### src/avlif_pkg.sv
`timescale 1ns / 1ps
// ----------------------------------------------------------------------------
// Aligned item FIFO package
// Transaction payload types and operation codes shared by the FIFO modules.
// ----------------------------------------------------------------------------
package avlif_pkg;

  typedef enum logic [1:0] {
    KIND_PUSH = 2'd0,
    KIND_POP  = 2'd1,
    KIND_PEEK = 2'd2,
    KIND_READ = 2'd3
  } kind_e;

  typedef enum logic [1:0] {
    STAT_OK    = 2'd0,
    STAT_EMPTY = 2'd1,
    STAT_FULL  = 2'd2
  } status_e;

  typedef struct packed {
    logic [1:0]  kind;
    logic [7:0]  byte_value;
    logic        has_byte;
    logic        last_byte;
    logic [5:0]  item_number;
    logic [11:0] read_address;
  } in_item_t;

  typedef struct packed {
    logic [1:0]  status;
    logic [12:0] payload_len;
    logic [11:0] item_offset;
    logic [7:0]  read_data;
    logic [12:0] bytes_held;
    logic [6:0]  items_held;
  } out_item_t;

  // Controller to datapath commands.
  typedef struct packed {
    logic start;     // Latch a new transaction and do its first step.
    logic pad_step;  // Write one zero pad byte.
    logic walk_step; // Consume one registered index entry.
  } ctrl_t;

  // Datapath to controller status.
  typedef struct packed {
    logic need_pad;  // Close accepted and pad bytes remain.
    logic need_walk; // Pop or peek has index entries left to read.
  } stat_t;

endpackage

### src/avlif_ctrl.sv
`timescale 1ns / 1ps
// ----------------------------------------------------------------------------
// Aligned item FIFO controller
// Sequences each transaction: start, any padding or index walk, then result.
// ----------------------------------------------------------------------------
module avlif_ctrl (
  input  logic             clk_i,
  input  logic             rst_ni,
  input  logic             in_valid_i,
  output logic             in_stall_o,
  output logic             out_valid_o,
  input  logic             out_stall_i,
  input  avlif_pkg::stat_t stat_i,
  output avlif_pkg::ctrl_t ctrl_o
);
  import avlif_pkg::*;

  typedef enum logic [1:0] {
    ST_IDLE,
    ST_WORK,
    ST_OUT
  } state_e;

  state_e state_q;
  logic   start;
  logic   busy;

  assign busy  = stat_i.need_pad || stat_i.need_walk;
  // A new transaction may start while the result register is empty or being taken.
  assign start = in_valid_i && (state_q == ST_IDLE || (state_q == ST_OUT && !out_stall_i));
  assign in_stall_o = !(state_q == ST_IDLE || (state_q == ST_OUT && !out_stall_i));
  assign out_valid_o = (state_q == ST_OUT);

  always_comb begin
    ctrl_o           = '0;
    ctrl_o.start     = start;
    ctrl_o.pad_step  = (state_q == ST_WORK) && stat_i.need_pad;
    ctrl_o.walk_step = (state_q == ST_WORK) && stat_i.need_walk;
  end

  always_ff @(posedge clk_i or negedge rst_ni) begin
    if (!rst_ni) begin
      state_q <= ST_IDLE;
    end else begin
      unique case (state_q)
        ST_IDLE: if (start) state_q <= ST_WORK;
        ST_WORK: if (!busy) state_q <= ST_OUT;
        ST_OUT: begin
          if (start) state_q <= ST_WORK;
          else if (!out_stall_i) state_q <= ST_IDLE;
        end
        default: state_q <= ST_IDLE;
      endcase
    end
  end
endmodule

### config.mk
export PLATFORM = sky130hd
export DESIGN_NAME = avlif_ctrl
export DESIGN_NICKNAME = d
export VERILOG_FILES = /design/src/avlif_pkg.sv /design/src/avlif_ctrl.sv
export SDC_FILE = /design/constraint.sdc
export NUM_CORES = 1
export LEC_CHECK = 0
export BUFFER_PORTS_ARGS = -buffer_cell sky130_fd_sc_hd__buf_2
export CAP_MARGIN = 20
export CORE_AREA = 2 2 39 41
export DETAILED_ROUTE_END_ITERATION = 10
export DIE_AREA = 0 0 41 43
export PLACE_DENSITY = 0.31
export RECOVER_POWER = 25
export SYNTH_ARGS = -nofsm -noshare
export SYNTH_HDL_FRONTEND = slang
export SYNTH_SLANG_ARGS = --single-unit
### constraint.sdc
create_clock -name clk_i -period 1.4 [get_ports clk_i]
set_clock_uncertainty 0.1 [all_clocks]
set_input_delay 0.28 -clock clk_i [delete_from_list [all_inputs] [get_ports clk_i]]
set_output_delay 0.28 -clock clk_i [all_outputs]
set_load 0.02 [all_outputs]
Word-level counts from Yosys, hierarchy flattened
Index checks and enable logic that the tools add are counted.
{"block": "word_totals", "register_bits": 2, "in_bits": 6, "out_inout_bits": 5, "word_cells": 21}
{"block": "classes", "eq_ne": 5, "muxes": 5, "n_reduce_logical": 10}
{"operator": "$mux 2", "n": 4}
{"operator": "$pmux 2 s3", "n": 1}
{"operator": "$logic_and 1x1->1", "n": 4}
{"operator": "$ne 2x2->1 const B", "n": 2}
{"operator": "$ne 3x2->1 const B", "n": 1}
{"operator": "$reduce_and 3->1", "n": 1}
{"operator": "$eq 2x1->1 const B", "n": 1}
{"operator": "$eq 2x2->1 const B", "n": 1}
{"operator": "$logic_not 1->1", "n": 2}
{"operator": "$logic_not 2->1", "n": 1}
{"operator": "$logic_or 1x1->1", "n": 2}

Logic depth before layout (Yosys ltp)
{"block": "depth", "ltp_word": 6, "depth_mapped": 3, "ltp_nobuf": 2}

Worst setup path after synthesis
No wires, ideal clock.
{"block": "synth_timing", "path_kind": "register to output", "from": "register state_q[1]", "to": "output port in_stall_o", "t_arrival_ps": 804, "required_time_ps": 1020, "setup_slack_ps": 216, "stages_incl_launch_ff": 3, "path_buffers": 0, "path_cell_list": "dfrtp_1 -> and2_1 -> or2_1"}
{"block": "synth_via", "elab_chain_cells": 4, "word_cells_on_any_way": 5, "classes_between": "1 x eq/ne; 4 x reduce/logical"}
{"item": "start: declaration", "line": "avlif_ctrl.sv:24", "source": "state_e state_q;"}
{"item": "start signal: assignment", "line": "avlif_ctrl.sv:43", "source": "state_q <= ST_IDLE;"}
{"item": "start signal: assignment", "line": "avlif_ctrl.sv:46", "source": "ST_IDLE: if (start) state_q <= ST_WORK;"}
{"item": "start signal: assignment", "line": "avlif_ctrl.sv:47", "source": "ST_WORK: if (!busy) state_q <= ST_OUT;"}
{"item": "$eq 2x2->1", "line": "avlif_ctrl.sv:31", "source": "assign in_stall_o = !(state_q == ST_IDLE || (state_q == ST_OUT && !out_stall_i));"}
{"item": "$logic_and 1x1->1", "line": "avlif_ctrl.sv:31"}
{"item": "$logic_or 1x1->1 (*)", "line": "avlif_ctrl.sv:31"}
{"item": "$logic_not 1->1 (*)", "line": "avlif_ctrl.sv:31"}
{"item": "end: declaration", "line": "avlif_ctrl.sv:10", "source": "output logic in_stall_o,"}
Mark *: on every way between the ends. The rest lies on a longest branch, timed or not.

Final worst setup path
Same ends and word-level chain as after synthesis.

==> Implementation_results.wiki <==
{| class="wikitable"
! Metric !! Value
|-
| Root buffer cell || sky130_fd_sc_hd__clkbuf_4
|-
| Starting Density || 9.313%
|-
| Total routing resource utilization after global routing || 5.723%
|-
| Setup_tns || -0.2525 ns
|-
| Antenna cell count || 0
|-
| Area taken by multi-input logic gates || 76.32 µm²
|-
| Largest buffer count on any clock path || 2
|-
| Synthesized netlist net count || 21
|-
| Register ranked first by flip-flop count || state_q
|-
| Vias after detailed routing || 150
|-
| Area overhead of the layout relative to synthesis || 83.49%
|-
| GR Util met2 || 4.375%
|-
| Worst-margin pin slew || 0.1480 ns
|-
| Number of DRC markers in iteration 0 || 1
|-
| Met3 usage || 4.712%
|-
| Async set or reset register ratio after synthesis || 100.0%
|-
| Top FF cell, synth || sky130_fd_sc_hd__dfrtp_1
|-
| Biggest regs || state_q x2
|-
| Die Width || 41 µm
|-
| Dominant cell by count in the synthesized netlist || sky130_fd_sc_hd__and2_1
|-
| Floorplan die area || 1763 µm²
|-
| Top-level port count || 11
|-
| Headroom to the max-slew limit || 90.03%
|-
| Number of antenna violations at the first check in global routing || 0
|-
| Sequential cell area fraction in the yosys report || 38.83%
|-
| Total global routing overflow || 0
|-
| Pint || 292.3 µW
|-
| Largest cells by area after synthesis || sky130_fd_sc_hd__dfrtp_1, sky130_fd_sc_hd__and2_1, sky130_fd_sc_hd__nor2b_1
|-
| Clock slew at the register clock pins of the worst setup and hold paths || 0.03 ns
|-
| Post-route antenna net violation count || 0
|-
| TritonCTS clock tree || done
|-
| Total wire length after detailed routing || 364 µm
|-
| Gate count of the mapped netlist || 15
|-
| Clock net sink count || 2
|-
| Clock latency on the worst-skew pair || 0.22 ns
|-
| GP Congestion || 0.6346
|-
| Setup-failing EPs final || 4
|-
| Unrepaired setup endpoints after global routing || yes
|-
| Grt met1 use || 7.074%
|-
| Number of port buffers || 10
|-
| Vias in the first global route || 143
|-
| Library cell occupying the most area in the post-synthesis netlist || sky130_fd_sc_hd__dfrtp_1
|-
| Category of the worst setup path capture point || primary output
|-
| Max-cap viol count || 0
|-
| Distinct cells, synth || 10
|-
| Placed instance area || 191.4 µm²
|-
| Avg WL per Cell || 8.273 µm
|-
| Chip height || 43 µm
|-
| Number of nets in the finished design || 36
|-
| Outcome || finished with violations
|-
| Least setup slack across all paths after layout || -0.1071 ns
|-
| Post-route clock period utilization || 107.6%
|-
| Number of max-slew violations in the final report || 0
|-
| Fin. Hold Viols || 0
|-
| Switching power as a share of total power || 37.75%
|-
| Proportion of layout cells with a drive suffix above 1 || 50.00%
|-
| Post-synthesis sequential element count || 2
|-
| Crit start category || register
|-
| Layer carrying the most global-route usage || met4
|-
| Area of the mapped netlist || 128.9 µm²
|-
| Min Tclk post-route || 1.507 ns
|-
| Global-route wire length before repair || 572 µm
|-
| Failing checks || negative setup slack
|-
| Flip-flop and latch area || 50.05 µm²
|-
| Top achievable clock speed || 663.5 MHz
|-
| Row Count || 14
|-
| Static leakage || 0.0001189 µW
|-
| Proportion of power drawn by combinational gates || 50.8%
|-
| Clk network pwr share || 27.3%
|-
| Reported net switching power || 177.2 µW
|-
| Number of enable-type register cells in the synthesized netlist || 0
|-
| Number of buffers added by the clock tree synthesis step || 3
|-
| Deepest level of the CTS H-tree || 1
|-
| # DRC || 0
|-
| Detailed-routing iteration count for the pre-antenna-repair pass || 2
|-
| Largest fanout on the critical path || 4
|-
| Cell area power density || 1986 nW/µm²
|-
| Largest register FFs || 2
|-
| CP required || 1.02 ns
|-
| Via/cell ratio || 3.409
|-
| Setup Slack @ Placement || 0.1043 ns
|-
| Post-CTS setup buffer count || 0
|-
| Final Power || 469.5 µW
|-
| Most common library cells after synthesis || sky130_fd_sc_hd__and2_1, sky130_fd_sc_hd__dfrtp_1, sky130_fd_sc_hd__nor2_1, sky130_fd_sc_hd__nor2b_1
|-
| Sequential power share || 21.9%
|-
| Worst min path class || primary input to register
|-
| Core ar. || 1384 µm²
|-
| Crit path arrival time || 1.13 ns
|-
| Pin count of the biggest net entering global routing || 6
|-
| Yosys warning total || 0
|-
| Post-Syn Area per Cell || 8.592 µm²
|-
| VDD IR max || 0.5216 mV
|-
| Final Cell Area || 236.5 µm²
|-
| Filler cell count || 167
|-
| Classification of the worst setup path || register to primary output
|-
| Top-area cell type share of the netlist area || 38.83%
|}
-- cell type report --
| cell class | instances | share of cell area, % |
|---|---|---|
| clock buffer | 3 | 9.524 |
| multi-input combinational | 12 | 32.28 |
| sequential | 2 | 21.16 |
| tap | 16 | 8.466 |
| timing repair buffer | 11 | 28.57 |
-- per-layer routing --
metal / wire length (µm) / up-vias
li1: - / 75
met1: 183 / 60
met2: 95 / 13
met3: 70 / 2
met4: 15 / 0
met5: 0 / -
-- repair_timing --
action | CTS | global route
endpoints found under the setup margin | 4 | 5
hold endpoints to repair | 2 | 0
resized for setup | 4 | 1
cloned | 0 | 0
hold buffers | 1 | 0
-- worst paths after layout --
kind	slack, ns	from	to	depth (start not counted)
min in group asynchronous	0.28	rst_ni	state_q[1]	2
setup reg to reg	0.41	state_q[1]	state_q[1]	2
hold / removal	0.20	out_stall_i	state_q[1]	2
hold reg to reg	0.41	state_q[1]	state_q[0]	1
setup / recovery	-0.11	state_q[1]	in_stall_o	3
max in group asynchronous	0.80	rst_ni	state_q[0]	2
-- worst max-delay path, cell delays in order (launching register included) --
cell and delay [ns]:
sky130_fd_sc_hd__dfrtp_1 0.40, sky130_fd_sc_hd__and2_4 0.16, sky130_fd_sc_hd__or2_1 0.21, sky130_fd_sc_hd__buf_6 0.13
-- through the flow --
stage               cells  hold WS (ns)  util, %
global placement       40      -0.03331    13.83
floorplan              15       -0.1156        -
CTS                    44        0.1971    17.00
detailed placement     40      -0.03371    13.83
finish                 44        0.2045    17.09
global route           44        0.2055    17.09
-- layout by cell type (no fill, tap or decap), drive strengths merged --
cell type    n
dfrtp        2
o21ai        1
nand2b       1
or2          1
clkbuf       4
o22ai        1
nor2b        2
nor2         2
a22o         1
buf          9
dlygate4sd3  1
and2         3
-- power groups by stage --
stage | sequential [µW] | clock [µW] | combinational (µW)
global placement | 99.6 | 0 | 202
global route | 108 | 141 | 262
floorplan | 95.4 | 0 | 155
finish | 103 | 128 | 239
CTS | 102 | 137 | 238
detailed placement | 101 | 0 | 204
-- cell families after synthesis --
kind of cell	Yosys count	share of synthesized area (%)
compound gates	3	15.53
buf+inv	1	5.827
simple gates	9	39.81
flops	2	38.84
No activity file was read; power rests on OpenSTA's default activity.
